--- src/hdl/wnf_pkg.sv ---
// ----------------------------------------------------------------------------
// wnf_pkg: shared types and constants of the wildcard name filter
// Word formats, character codes, verdict codes and walker status.
// ----------------------------------------------------------------------------
package wnf_pkg;

    // input word: one pattern or name character
    typedef struct packed {
        logic       req_type;
        logic [7:0] char_value;
        logic       start_new;
    } req_word_t;

    // result word: one verdict per separator
    typedef struct packed {
        logic [1:0] verdict;
        logic       overflow;
    } res_word_t;

    // walker status toward the top level
    typedef struct packed {
        logic       busy;
        logic       done;
        logic [1:0] verdict;
    } walk_status_t;

    localparam logic REQ_PATTERN = 1'b0;
    localparam logic REQ_NAME    = 1'b1;

    localparam logic [7:0] CH_NUL   = 8'h00;
    localparam logic [7:0] CH_SPACE = 8'h20;
    localparam logic [7:0] CH_BANG  = 8'h21;
    localparam logic [7:0] CH_STAR  = 8'h2A;
    localparam logic [7:0] CH_QMARK = 8'h3F;

    localparam logic [1:0] V_MATCH = 2'd0;
    localparam logic [1:0] V_EXCL  = 2'd1;
    localparam logic [1:0] V_MISS  = 2'd2;

    // a literal pattern character (not a wildcard, not end of pattern)
    function automatic logic is_plain(input logic [7:0] c);
        return (c != CH_STAR) && (c != CH_QMARK) && (c != CH_NUL);
    endfunction

endpackage

--- src/hdl/wildcard_name_filter.sv ---
// ----------------------------------------------------------------------------
// wildcard_name_filter: glob-style name filter
// Loads a pattern, streams names, and returns one verdict per separator.
// ----------------------------------------------------------------------------
// A pattern or name character is taken whenever no walk is in progress, and
// the next word can follow right behind it. A name word equal to the
// separator starts the match walk; the block stalls its input until the
// verdict has been handed to the output register. Each store access is a
// read state and then a compare state (one registered read port on each of
// the pattern and name stores), so the walk length is data dependent: it
// grows with the pattern characters and the name positions tried by the
// star search, bounded by 4*(PATTERN_DEPTH+4)*(NAME_DEPTH+4) pattern steps.
// A leading '!' negates the pattern; '*' and '?' are wildcards. Characters
// that do not fit in a store are dropped and flagged in the overflow bit of
// the next verdict. Stores need no clearing after reset.
module wildcard_name_filter #(
    parameter int PATTERN_DEPTH = 64,
    parameter int NAME_DEPTH    = 256
) (
    input  logic                  clk,
    input  logic                  rst_n,
    input  logic                  req_valid,
    output logic                  req_stall,
    input  wnf_pkg::req_word_t    req_word,
    output logic                  res_valid,
    input  logic                  res_stall,
    output wnf_pkg::res_word_t    res_word,
    input  logic                  cfg_wr_en,
    input  logic [7:0]            cfg_wr_data
);
    localparam int PW  = $clog2(PATTERN_DEPTH + 1);
    localparam int NLW = $clog2(NAME_DEPTH + 1);
    localparam int FW  = $clog2(NAME_DEPTH + PATTERN_DEPTH + 8) + 1;
    localparam int PIW = $clog2(PATTERN_DEPTH);
    localparam int NIW = $clog2(NAME_DEPTH);

    // fill state and separator
    logic [PW-1:0]  plen_reg;
    logic [NLW-1:0] nlen_reg;
    logic           ovf_reg;
    logic [7:0]     sep_reg;

    // output register
    logic               res_valid_reg;
    wnf_pkg::res_word_t res_word_reg;

    wnf_pkg::walk_status_t status;
    logic                  accept;
    logic                  is_pat;
    logic                  is_sep;
    logic [PW-1:0]         pat_base;
    logic                  pat_fits;
    logic                  name_fits;
    logic                  pat_wr;
    logic                  name_wr;
    logic                  start;
    logic                  take;
    logic                  handoff;
    logic [PW-1:0]         p_addr;
    logic [FW-1:0]         n_addr;
    logic [7:0]            p_data;
    logic [7:0]            n_data;

    assign req_stall = status.busy;
    assign accept    = req_valid && !req_stall;
    assign is_pat    = req_word.req_type == wnf_pkg::REQ_PATTERN;
    assign is_sep    = req_word.char_value == sep_reg;

    // start_new restarts the pattern at slot zero
    assign pat_base  = req_word.start_new ? '0 : plen_reg;
    assign pat_fits  = pat_base < PW'(PATTERN_DEPTH);
    assign name_fits = nlen_reg < NLW'(NAME_DEPTH);

    assign pat_wr  = accept && is_pat && pat_fits;
    assign name_wr = accept && !is_pat && !is_sep && name_fits;
    assign start   = accept && !is_pat && is_sep;

    // output slot is free when empty or being drained this cycle
    assign take    = !res_valid_reg || !res_stall;
    assign handoff = status.done && take;

    wnf_store #(
        .DEPTH (PATTERN_DEPTH),
        .AW    (PW),
        .LW    (PW)
    ) u_pat_store (
        .clk     (clk),
        .wr_en   (pat_wr),
        .wr_addr (pat_base[PIW-1:0]),
        .wr_data (req_word.char_value),
        .rd_addr (p_addr),
        .rd_len  (plen_reg),
        .at_len  (wnf_pkg::CH_NUL),
        .rd_data (p_data)
    );

    wnf_store #(
        .DEPTH (NAME_DEPTH),
        .AW    (FW),
        .LW    (NLW)
    ) u_name_store (
        .clk     (clk),
        .wr_en   (name_wr),
        .wr_addr (nlen_reg[NIW-1:0]),
        .wr_data (req_word.char_value),
        .rd_addr (n_addr),
        .rd_len  (nlen_reg),
        .at_len  (sep_reg),
        .rd_data (n_data)
    );

    wnf_walker #(
        .PATTERN_DEPTH (PATTERN_DEPTH),
        .NAME_DEPTH    (NAME_DEPTH)
    ) u_walker (
        .clk      (clk),
        .rst_n    (rst_n),
        .start    (start),
        .take     (take),
        .sep_code (sep_reg),
        .name_len (nlen_reg),
        .p_data   (p_data),
        .n_data   (n_data),
        .p_addr   (p_addr),
        .n_addr   (n_addr),
        .status   (status)
    );

    always_ff @(posedge clk or negedge rst_n)
    begin
        if (!rst_n)
        begin
            plen_reg      <= '0;
            nlen_reg      <= '0;
            ovf_reg       <= 1'b0;
            sep_reg       <= '0;
            res_valid_reg <= 1'b0;
            res_word_reg  <= '0;
        end
        else
        begin
            if (cfg_wr_en)
            begin
                sep_reg <= cfg_wr_data;
            end

            if (accept && is_pat)
            begin
                if (pat_fits)
                begin
                    plen_reg <= pat_base + PW'(1);
                end
                else
                begin
                    ovf_reg <= 1'b1;
                end
            end
            else if (accept && !is_sep)
            begin
                if (name_fits)
                begin
                    nlen_reg <= nlen_reg + NLW'(1);
                end
                else
                begin
                    ovf_reg <= 1'b1;
                end
            end

            // verdict goes out; name and overflow flag start over
            if (handoff)
            begin
                res_valid_reg         <= 1'b1;
                res_word_reg.verdict  <= status.verdict;
                res_word_reg.overflow <= ovf_reg;
                nlen_reg              <= '0;
                ovf_reg               <= 1'b0;
            end
            else if (res_valid_reg && !res_stall)
            begin
                res_valid_reg <= 1'b0;
            end
        end
    end

    assign res_valid = res_valid_reg;
    assign res_word  = res_word_reg;

    // name store restarts after every verdict
    a_name_cleared: assert property (@(posedge clk) disable iff (!rst_n)
        handoff |=> nlen_reg == '0)
        else $error("name length not cleared after verdict");

    // a verdict code is never 3
    a_verdict_range: assert property (@(posedge clk) disable iff (!rst_n)
        res_valid_reg |-> res_word_reg.verdict != 2'd3)
        else $error("illegal verdict code");

    // fill counts stay within their stores
    a_fill_bound: assert property (@(posedge clk) disable iff (!rst_n)
        plen_reg <= PW'(PATTERN_DEPTH) && nlen_reg <= NLW'(NAME_DEPTH))
        else $error("store fill count past depth");

    // no character is written while a walk is in progress
    a_no_write_busy: assert property (@(posedge clk) disable iff (!rst_n)
        status.busy |-> !pat_wr && !name_wr)
        else $error("store written during walk");

endmodule

--- src/hdl/wnf_store.sv ---
// ----------------------------------------------------------------------------
// wnf_store: character store with one write and one registered read port
// Reads at or past the fill length return the end value or zero.
// ----------------------------------------------------------------------------
module wnf_store #(
    parameter int DEPTH = 64,
    parameter int AW    = 7,
    parameter int LW    = 7
) (
    input  logic                     clk,
    input  logic                     wr_en,
    input  logic [$clog2(DEPTH)-1:0] wr_addr,
    input  logic [7:0]               wr_data,
    input  logic [AW-1:0]            rd_addr,
    input  logic [LW-1:0]            rd_len,
    input  logic [7:0]               at_len,
    output logic [7:0]               rd_data
);
    localparam int IW = $clog2(DEPTH);

    logic [7:0] mem_reg [DEPTH];
    logic [7:0] word_reg;
    logic [7:0] at_len_reg;
    logic       below_reg;
    logic       at_reg;

    always_ff @(posedge clk)
    begin
        if (wr_en)
        begin
            mem_reg[wr_addr] <= wr_data;
        end
        word_reg   <= mem_reg[rd_addr[IW-1:0]];
        below_reg  <= rd_addr < AW'(rd_len);
        at_reg     <= rd_addr == AW'(rd_len);
        at_len_reg <= at_len;
    end

    assign rd_data = below_reg ? word_reg : (at_reg ? at_len_reg : 8'h00);

endmodule

--- src/hdl/wnf_walker.sv ---
// ----------------------------------------------------------------------------
// wnf_walker: match sequencer
// Walks pattern against name with one backtrack point, one read per store
// per step through the shared compare path.
// ----------------------------------------------------------------------------
module wnf_walker #(
    parameter int PATTERN_DEPTH = 64,
    parameter int NAME_DEPTH    = 256
) (
    input  logic                                  clk,
    input  logic                                  rst_n,
    input  logic                                  start,
    input  logic                                  take,
    input  logic [7:0]                            sep_code,
    input  logic [$clog2(NAME_DEPTH+1)-1:0]       name_len,
    input  logic [7:0]                            p_data,
    input  logic [7:0]                            n_data,
    output logic [$clog2(PATTERN_DEPTH+1)-1:0]    p_addr,
    output logic [$clog2(NAME_DEPTH+PATTERN_DEPTH+8):0] n_addr,
    output wnf_pkg::walk_status_t                 status
);
    localparam int PW = $clog2(PATTERN_DEPTH + 1);
    localparam int FW = $clog2(NAME_DEPTH + PATTERN_DEPTH + 8) + 1;
    localparam int unsigned WALK_LIMIT = 4 * (PATTERN_DEPTH + 4) * (NAME_DEPTH + 4);
    localparam int SW = $clog2(WALK_LIMIT + 1);

    typedef enum logic [21:0] {
        ST_IDLE     = 22'd1,
        ST_START    = 22'd2,
        ST_NEG      = 22'd4,
        ST_LOOP_RD  = 22'd8,
        ST_TOP      = 22'd16,
        ST_LSCAN_RD = 22'd32,
        ST_LSCAN    = 22'd64,
        ST_LEND_RD  = 22'd128,
        ST_LEND     = 22'd256,
        ST_Q_RD     = 22'd512,
        ST_Q        = 22'd1024,
        ST_Q2_RD    = 22'd2048,
        ST_Q2       = 22'd4096,
        ST_SSCAN_RD = 22'd8192,
        ST_SSCAN    = 22'd16384,
        ST_SSKIP_RD = 22'd32768,
        ST_SSKIP    = 22'd65536,
        ST_SEEK_RD  = 22'd131072,
        ST_SEEK     = 22'd262144,
        ST_SDONE_RD = 22'd524288,
        ST_SDONE    = 22'd1048576,
        ST_DONE     = 22'd2097152
    } state_t;

    state_t        state_reg, state_next;
    logic [PW-1:0] ptr_reg, ptr_next;
    logic [PW-1:0] tmp_reg, tmp_next;
    logic [PW-1:0] gp_reg, gp_next;
    logic [PW-1:0] save_reg, save_next;
    logic [PW-1:0] len_reg, len_next;
    logic [PW-1:0] hit_reg, hit_next;
    logic [FW-1:0] f_reg, f_next;
    logic [FW-1:0] gf_reg, gf_next;
    logic [FW-1:0] pos_reg, pos_next;
    logic          gv_reg, gv_next;
    logic          neg_reg, neg_next;
    logic [7:0]    endc_reg, endc_next;
    logic [SW-1:0] steps_reg, steps_next;
    logic [1:0]    verdict_reg, verdict_next;

    logic [1:0]    hitv;
    logic [1:0]    missv;
    logic [FW-1:0] nlen_ext;

    assign hitv     = neg_reg ? wnf_pkg::V_EXCL : wnf_pkg::V_MATCH;
    assign missv    = neg_reg ? wnf_pkg::V_MATCH : wnf_pkg::V_MISS;
    assign nlen_ext = FW'(name_len);

    // read addresses for the following state
    always_comb
    begin
        p_addr = '0;
        n_addr = '0;
        unique case (state_reg)
            ST_LOOP_RD, ST_SSCAN_RD, ST_SSKIP_RD: p_addr = ptr_reg;
            ST_LSCAN_RD:
            begin
                p_addr = ptr_reg;
                n_addr = f_reg + FW'(len_reg);
            end
            ST_Q2_RD:
            begin
                p_addr = ptr_reg;
                n_addr = f_reg;
            end
            ST_LEND_RD, ST_Q_RD, ST_SDONE_RD: n_addr = f_reg;
            ST_SEEK_RD:
            begin
                p_addr = tmp_reg + hit_reg + PW'(1);
                n_addr = pos_reg;
            end
            default:
            begin
                p_addr = '0;
                n_addr = '0;
            end
        endcase
    end

    always_comb
    begin
        state_next   = state_reg;
        ptr_next     = ptr_reg;
        tmp_next     = tmp_reg;
        gp_next      = gp_reg;
        save_next    = save_reg;
        len_next     = len_reg;
        hit_next     = hit_reg;
        f_next       = f_reg;
        gf_next      = gf_reg;
        pos_next     = pos_reg;
        gv_next      = gv_reg;
        neg_next     = neg_reg;
        endc_next    = endc_reg;
        steps_next   = steps_reg;
        verdict_next = verdict_reg;

        unique case (state_reg)
            ST_IDLE:
            begin
                if (start)
                begin
                    state_next = ST_START;
                end
            end
            ST_START: state_next = ST_NEG;
            ST_NEG:
            begin
                neg_next   = p_data == wnf_pkg::CH_BANG;
                ptr_next   = (p_data == wnf_pkg::CH_BANG) ? PW'(1) : '0;
                f_next     = '0;
                gf_next    = '0;
                gp_next    = '0;
                gv_next    = 1'b0;
                steps_next = '0;
                state_next = ST_LOOP_RD;
            end
            ST_LOOP_RD: state_next = ST_TOP;
            ST_TOP:
            begin
                if (p_data == wnf_pkg::CH_NUL || steps_reg >= SW'(WALK_LIMIT))
                begin
                    verdict_next = missv;
                    state_next   = ST_DONE;
                end
                else
                begin
                    steps_next = steps_reg + SW'(1);
                    tmp_next   = ptr_reg;
                    len_next   = '0;
                    if (p_data == wnf_pkg::CH_STAR)
                    begin
                        ptr_next   = ptr_reg + PW'(1);
                        state_next = ST_SSCAN_RD;
                    end
                    else if (p_data == wnf_pkg::CH_QMARK)
                    begin
                        state_next = ST_Q_RD;
                    end
                    else
                    begin
                        state_next = ST_LSCAN_RD;
                    end
                end
            end
            // literal run: scan and compare together
            ST_LSCAN_RD: state_next = ST_LSCAN;
            ST_LSCAN:
            begin
                if (wnf_pkg::is_plain(p_data))
                begin
                    if (n_data != p_data)
                    begin
                        if (gv_reg)
                        begin
                            f_next     = gf_reg;
                            ptr_next   = gp_reg;
                            state_next = ST_LOOP_RD;
                        end
                        else
                        begin
                            verdict_next = missv;
                            state_next   = ST_DONE;
                        end
                    end
                    else
                    begin
                        len_next   = len_reg + PW'(1);
                        ptr_next   = ptr_reg + PW'(1);
                        state_next = ST_LSCAN_RD;
                    end
                end
                else
                begin
                    endc_next  = p_data;
                    f_next     = f_reg + FW'(len_reg);
                    state_next = ST_LEND_RD;
                end
            end
            ST_LEND_RD: state_next = ST_LEND;
            ST_LEND:
            begin
                if (endc_reg == wnf_pkg::CH_NUL
                    && (n_data == wnf_pkg::CH_SPACE || n_data == sep_code))
                begin
                    verdict_next = hitv;
                    state_next   = ST_DONE;
                end
                else
                begin
                    state_next = ST_LOOP_RD;
                end
            end
            // single wildcard
            ST_Q_RD: state_next = ST_Q;
            ST_Q:
            begin
                if (f_reg >= nlen_ext || n_data == sep_code)
                begin
                    verdict_next = missv;
                    state_next   = ST_DONE;
                end
                else
                begin
                    f_next     = f_reg + FW'(1);
                    ptr_next   = ptr_reg + PW'(1);
                    state_next = ST_Q2_RD;
                end
            end
            ST_Q2_RD: state_next = ST_Q2;
            ST_Q2:
            begin
                state_next = ST_LOOP_RD;
                if (p_data == wnf_pkg::CH_NUL)
                begin
                    if (n_data == sep_code)
                    begin
                        verdict_next = hitv;
                        state_next   = ST_DONE;
                    end
                    else if (gv_reg)
                    begin
                        f_next   = gf_reg;
                        ptr_next = gp_reg;
                    end
                end
            end
            // star: measure the literal run after it
            ST_SSCAN_RD: state_next = ST_SSCAN;
            ST_SSCAN:
            begin
                if (wnf_pkg::is_plain(p_data))
                begin
                    len_next   = len_reg + PW'(1);
                    ptr_next   = ptr_reg + PW'(1);
                    state_next = ST_SSCAN_RD;
                end
                else
                begin
                    endc_next = p_data;
                    if (len_reg == '0)
                    begin
                        if (p_data == wnf_pkg::CH_STAR)
                        begin
                            save_next  = ptr_reg;
                            ptr_next   = ptr_reg + PW'(1);
                            state_next = ST_SSKIP_RD;
                        end
                        else if (p_data == wnf_pkg::CH_QMARK)
                        begin
                            gf_next    = f_reg + FW'(1);
                            gp_next    = tmp_reg;
                            gv_next    = 1'b1;
                            state_next = ST_LOOP_RD;
                        end
                        else
                        begin
                            verdict_next = hitv;
                            state_next   = ST_DONE;
                        end
                    end
                    else
                    begin
                        pos_next   = f_reg;
                        hit_next   = '0;
                        state_next = ST_SEEK_RD;
                    end
                end
            end
            // run of stars: trailing stars match everything
            ST_SSKIP_RD: state_next = ST_SSKIP;
            ST_SSKIP:
            begin
                if (p_data == wnf_pkg::CH_STAR)
                begin
                    ptr_next   = ptr_reg + PW'(1);
                    state_next = ST_SSKIP_RD;
                end
                else if (p_data == wnf_pkg::CH_NUL)
                begin
                    verdict_next = hitv;
                    state_next   = ST_DONE;
                end
                else
                begin
                    ptr_next   = save_reg;
                    gf_next    = f_reg + FW'(1);
                    gp_next    = tmp_reg;
                    gv_next    = 1'b1;
                    state_next = ST_LOOP_RD;
                end
            end
            // restart substring search
            ST_SEEK_RD:
            begin
                if (pos_reg >= nlen_ext)
                begin
                    verdict_next = missv;
                    state_next   = ST_DONE;
                end
                else
                begin
                    state_next = ST_SEEK;
                end
            end
            ST_SEEK:
            begin
                if (n_data == p_data)
                begin
                    pos_next = pos_reg + FW'(1);
                    hit_next = hit_reg + PW'(1);
                    if (hit_reg + PW'(1) == len_reg)
                    begin
                        f_next     = pos_reg + FW'(1);
                        state_next = ST_SDONE_RD;
                    end
                    else
                    begin
                        state_next = ST_SEEK_RD;
                    end
                end
                else
                begin
                    pos_next   = pos_reg + FW'(1) - FW'(hit_reg);
                    hit_next   = '0;
                    state_next = ST_SEEK_RD;
                end
            end
            ST_SDONE_RD: state_next = ST_SDONE;
            ST_SDONE:
            begin
                state_next = ST_LOOP_RD;
                if (endc_reg == wnf_pkg::CH_QMARK)
                begin
                    gf_next = (len_reg > PW'(1)) ? f_reg - FW'(len_reg) + FW'(1)
                                                 : f_reg + FW'(1);
                    gp_next = tmp_reg;
                    gv_next = 1'b1;
                end
                if (endc_reg == wnf_pkg::CH_NUL)
                begin
                    if (n_data == sep_code)
                    begin
                        verdict_next = hitv;
                        state_next   = ST_DONE;
                    end
                    else
                    begin
                        ptr_next = tmp_reg;
                    end
                end
            end
            ST_DONE:
            begin
                if (take)
                begin
                    state_next = ST_IDLE;
                end
            end
            default: state_next = ST_IDLE;
        endcase
    end

    always_ff @(posedge clk or negedge rst_n)
    begin
        if (!rst_n)
        begin
            state_reg   <= ST_IDLE;
            ptr_reg     <= '0;
            tmp_reg     <= '0;
            gp_reg      <= '0;
            save_reg    <= '0;
            len_reg     <= '0;
            hit_reg     <= '0;
            f_reg       <= '0;
            gf_reg      <= '0;
            pos_reg     <= '0;
            gv_reg      <= 1'b0;
            neg_reg     <= 1'b0;
            endc_reg    <= '0;
            steps_reg   <= '0;
            verdict_reg <= '0;
        end
        else
        begin
            state_reg   <= state_next;
            ptr_reg     <= ptr_next;
            tmp_reg     <= tmp_next;
            gp_reg      <= gp_next;
            save_reg    <= save_next;
            len_reg     <= len_next;
            hit_reg     <= hit_next;
            f_reg       <= f_next;
            gf_reg      <= gf_next;
            pos_reg     <= pos_next;
            gv_reg      <= gv_next;
            neg_reg     <= neg_next;
            endc_reg    <= endc_next;
            steps_reg   <= steps_next;
            verdict_reg <= verdict_next;
        end
    end

    assign status.busy    = state_reg != ST_IDLE;
    assign status.done    = state_reg == ST_DONE;
    assign status.verdict = verdict_reg;

endmodule
--- config.mk ---
export PLATFORM = sky130hd
export DESIGN_NAME = wildcard_name_filter
export DESIGN_NICKNAME = d
export VERILOG_FILES = /design/src/hdl/wnf_pkg.sv /design/src/hdl/wildcard_name_filter.sv /design/src/hdl/wnf_store.sv /design/src/hdl/wnf_walker.sv
export SDC_FILE = /design/constraint.sdc
export NUM_CORES = 2
export LEC_CHECK = 0
export ABC_AREA = 1
export CAP_MARGIN = 20
export CORE_MARGIN = 2
export CORE_UTILIZATION = 45
export CTS_BUF_LIST = sky130_fd_sc_hd__clkbuf_8 sky130_fd_sc_hd__clkbuf_16
export DETAILED_ROUTE_END_ITERATION = 8
export DONT_BUFFER_PORTS = 1
export GPL_TIMING_DRIVEN = 1
export PLACE_DENSITY_LB_ADDON = 0.12
export SLEW_MARGIN = 20
export SYNTH_ARGS = -nofsm -noshare
export SYNTH_HDL_FRONTEND = slang
export SYNTH_SLANG_ARGS = --single-unit
--- constraint.sdc ---
create_clock -name clk -period 3.1 [get_ports clk]
set_input_delay 0.62 -clock clk [delete_from_list [all_inputs] [get_ports clk]]
set_output_delay 0.62 -clock clk [all_outputs]
set_load 0.01 [all_outputs]
==> metrics.cfg <==
[outcome]
outcome=finished, violations left
violations=hold timing, slew limit, setup timing

[synth]
synth.most_common_cell=edfxtp_1
synth_top_area_share=0.626
synthTopCellsByArea=edfxtp_1 63%, nand3_1 10%, nand2_1 5.4%
yosys_warnings=0
ys.flop_type=edfxtp_1
synthDistinctLibCells=70
ys_top_cells_by_count=2560 x edfxtp_1, 2496 x nand3_1, 1751 x nand2_1, 1420 x inv_1, 590 x nor2_1
synth_area_sq_um=123000
synth_nets=11400
syn_area_per_cell_sq_um=10.8
synth-seq-cells=2739
syn_inst=11300
synth_enable_flop_cells=2560
ys_async_sr_fraction=0.0555
synth.largest_area_cell=edfxtp_1
yosysSeqAreaShare=0.661

[sta]
slew_headroom=-0.133
hold_slack_ps=-559
clock_skew_ps=51.8
drv_slew=100
timing.final.setup_violations=1258
post-route-min-period_ps=3410
fin_crit_sh=1.10
setup_ws_ps=-314
rsz0062_at_grt=true
tightest_slew_ps=1700
timing.fmax_ghz=0.293
fin_setup_tns_ps=-74900
final-hold-violation-count=152

[cells_and_area]
largest_reg_flops=2048
syn2layout_area_growth_pct=23.3
fin_area_sq_um=151000
drive_gt1_frac=0.198
final_core_util=0.559
fillers=22800
num-nets-final=12200

[flow_run]
drv_cap=0

[global_route]
gr-total-overflow=0
grt_pass1_wl_um=591000
grtUsageTotal=0.289
grt_max_degree=309
grt_pass1_vias=86700
antenna_found_initial=10

[die]
io_pins=28
die_y_um=526
die_w_um=526
dieArea_sq_um=277000
start_util=0.453
core-area_sq_um=271000
rows=191

[pwr]
max-vdd-ir-drop_mv=0.617
total_leakage_power_nw=58.2
cellPowerDensity_nw_per_um2=527

[clocking]
clock_latency_ps=930
clockBufferDepth=4
clock-root-buffer=clkbuf_16
clock_sinks=2739
cts_buffers=301
cts_max_level=5
cts.clk_slew.worst_paths_ps=70
cts_tree=done
ctsHoldBuffers=21

[worst_setup_path]
cp.arrival_ps=4250
required_ps=3930
rrSetupSlack_ps=-310
reg2reg_from=u_walker.state_reg[3]$_DFFE_PN0P_
crit_path_end_kind=register
crit_path_max_fanout=9
path_class=register to register
cp-start-kind=register
reg2reg_depth=23
r2r-end=u_name_store.word_reg[0]$_DFF_P_

[place]
dp_hpwl_um=243000
portBuffers=0
detailed_place.area_sq_um=133000
gp_congestion=0.926

[detailed_routing]
ant_nets=0
wl_um=424000
drcViolationCount=0
wire_per_inst_um=26.6
avgViaCountPerCell=5.75
drt_first_pass_iters=9
drtIter0Drc=12100
vias=91600

[min_path]
min_path_type=input pin to asynchronous set/reset pin

critical path: stages (launching register included):
cell and delay [ps]:
dfrtp_1 390, nor2_2 140, nand2_2 110, nor2_4 260, nand3_4 140, buf_8 160
nor2_4 130, buf_6 110, a21oi_4 40, nand2_8 160, buf_12 160, clkinv_16 110
buf_12 150, clkbuf_16 170, buf_6 150, nand3_1 90, nand3_1 90, nand3_1 130
nand3_1 190, nand2_1 130, nand2_1 60, nand3_1 80, nand3_2 90, nand2_1 70
logic make-up after synthesis:
logic type               after synthesis  synth area share
AND/OR/NAND/NOR                     5566             0.216
flip-flops                          2739             0.661
buffers and inverters               2119            0.0715
AO/OA/AOI/OAI                        738            0.0373
adder cells (fa/ha/maj)               87           0.00911
XOR/XNOR                              67           0.00478
multiplexers                           3          0.000275
power by group:
| group | switching (W) | total [W] | internal, W |
|---|---|---|---|
| clock network | 0.0150 | 0.0350 | 0.0200 |
| logic | 0.00305 | 0.00397 | 0.000927 |
| registers | 0.000153 | 0.0409 | 0.0407 |
cell type report:
cell class	count	area (sq um)	share of cell area
Tap cell	3570	4470	0.0295
Timing Repair inverter	2	50.0	0.000330
Inverter	1439	5530	0.0365
Timing Repair Buffer	1183	14100	0.0934
Sequential cell	2739	81200	0.536
Clock inverter	221	1650	0.0109
Clock buffer	315	7790	0.0515
Multi-Input combinational cell	6462	36600	0.242
Antenna cell	6	15.0	0.0000991
per-stage QoR:
step                hold slack (ps)  std cells  worst slack [ps]  total power, W
floorplan                       324      11300              49.6          0.0428
global placement                330      15100              -930          0.0448
CTS                            -635      15800              -242          0.0799
global route                   -583      15900              -355          0.0817
detailed placement              329      15100              -916          0.0448
finish                         -559      15900              -314          0.0798
worst max path at each step:
| stage | end | cells past startpoint | slack, ps | from |
|---|---|---|---|---|
| after floorplan | u_name_store.mem_reg[207][0]$_DFFE_PP_ | 14 | 50 | u_walker.state_reg[9]$_DFFE_PN0P_ |
| after CTS | u_name_store.mem_reg[36][6]$_DFFE_PP_ | 17 | -240 | u_walker.state_reg[14]$_DFFE_PN0P_ |
| after global placement | u_name_store.word_reg[3]$_DFF_P_ | 15 | -930 | u_walker.len_reg[0]$_DFFE_PN0P_ |
| after global routing | u_name_store.word_reg[0]$_DFF_P_ | 18 | -350 | u_walker.len_reg[0]$_DFFE_PN0P_ |
| final | u_name_store.word_reg[0]$_DFF_P_ | 23 | -310 | u_walker.state_reg[3]$_DFFE_PN0P_ |
| after detailed placement | u_name_store.word_reg[3]$_DFF_P_ | 15 | -920 | u_walker.len_reg[0]$_DFFE_PN0P_ |
what timing repair did:
action,in CTS,in global routing
pin swaps,61,116
endpoints found under the hold margin,879,152
setup endpoints to repair,2527,2620
cloned,30,46
gates resized for setup,591,489
setup buffers,80,110
cell usage in the layout (no fill, tap or decap), drive strengths merged, types with 15 or more instances in the layout:
master       Yosys  final
dfrtp          151    151
buf            449   1114
a21oi          153    153
nor2           604    605
ha              83     83
clkbuf         231    362
or2            117    117
nor3            56     56
dlygate4sd3      0     15
o22ai           26     26
clkinv           4    109
nand2         1767   1767
inv           1435   1520
xor2            51     51
nor4            25     25
nand3         2501   2501
dfxtp           27     27
nand3b         452    452
xnor2           16     16
bufinv           0     22
o21ai          257    257
a211oi          15     15
o211ai         219    219
nand4           37     37
edfxtp        2560   2560
metal layers:
metal	part of all wire	global-route usage
met1	0.42	0.417
met2	0.44	0.440
met3	0.095	0.0413
met4	0.045	0.118
met5	0	0
(Power assumes the default switching activity.)
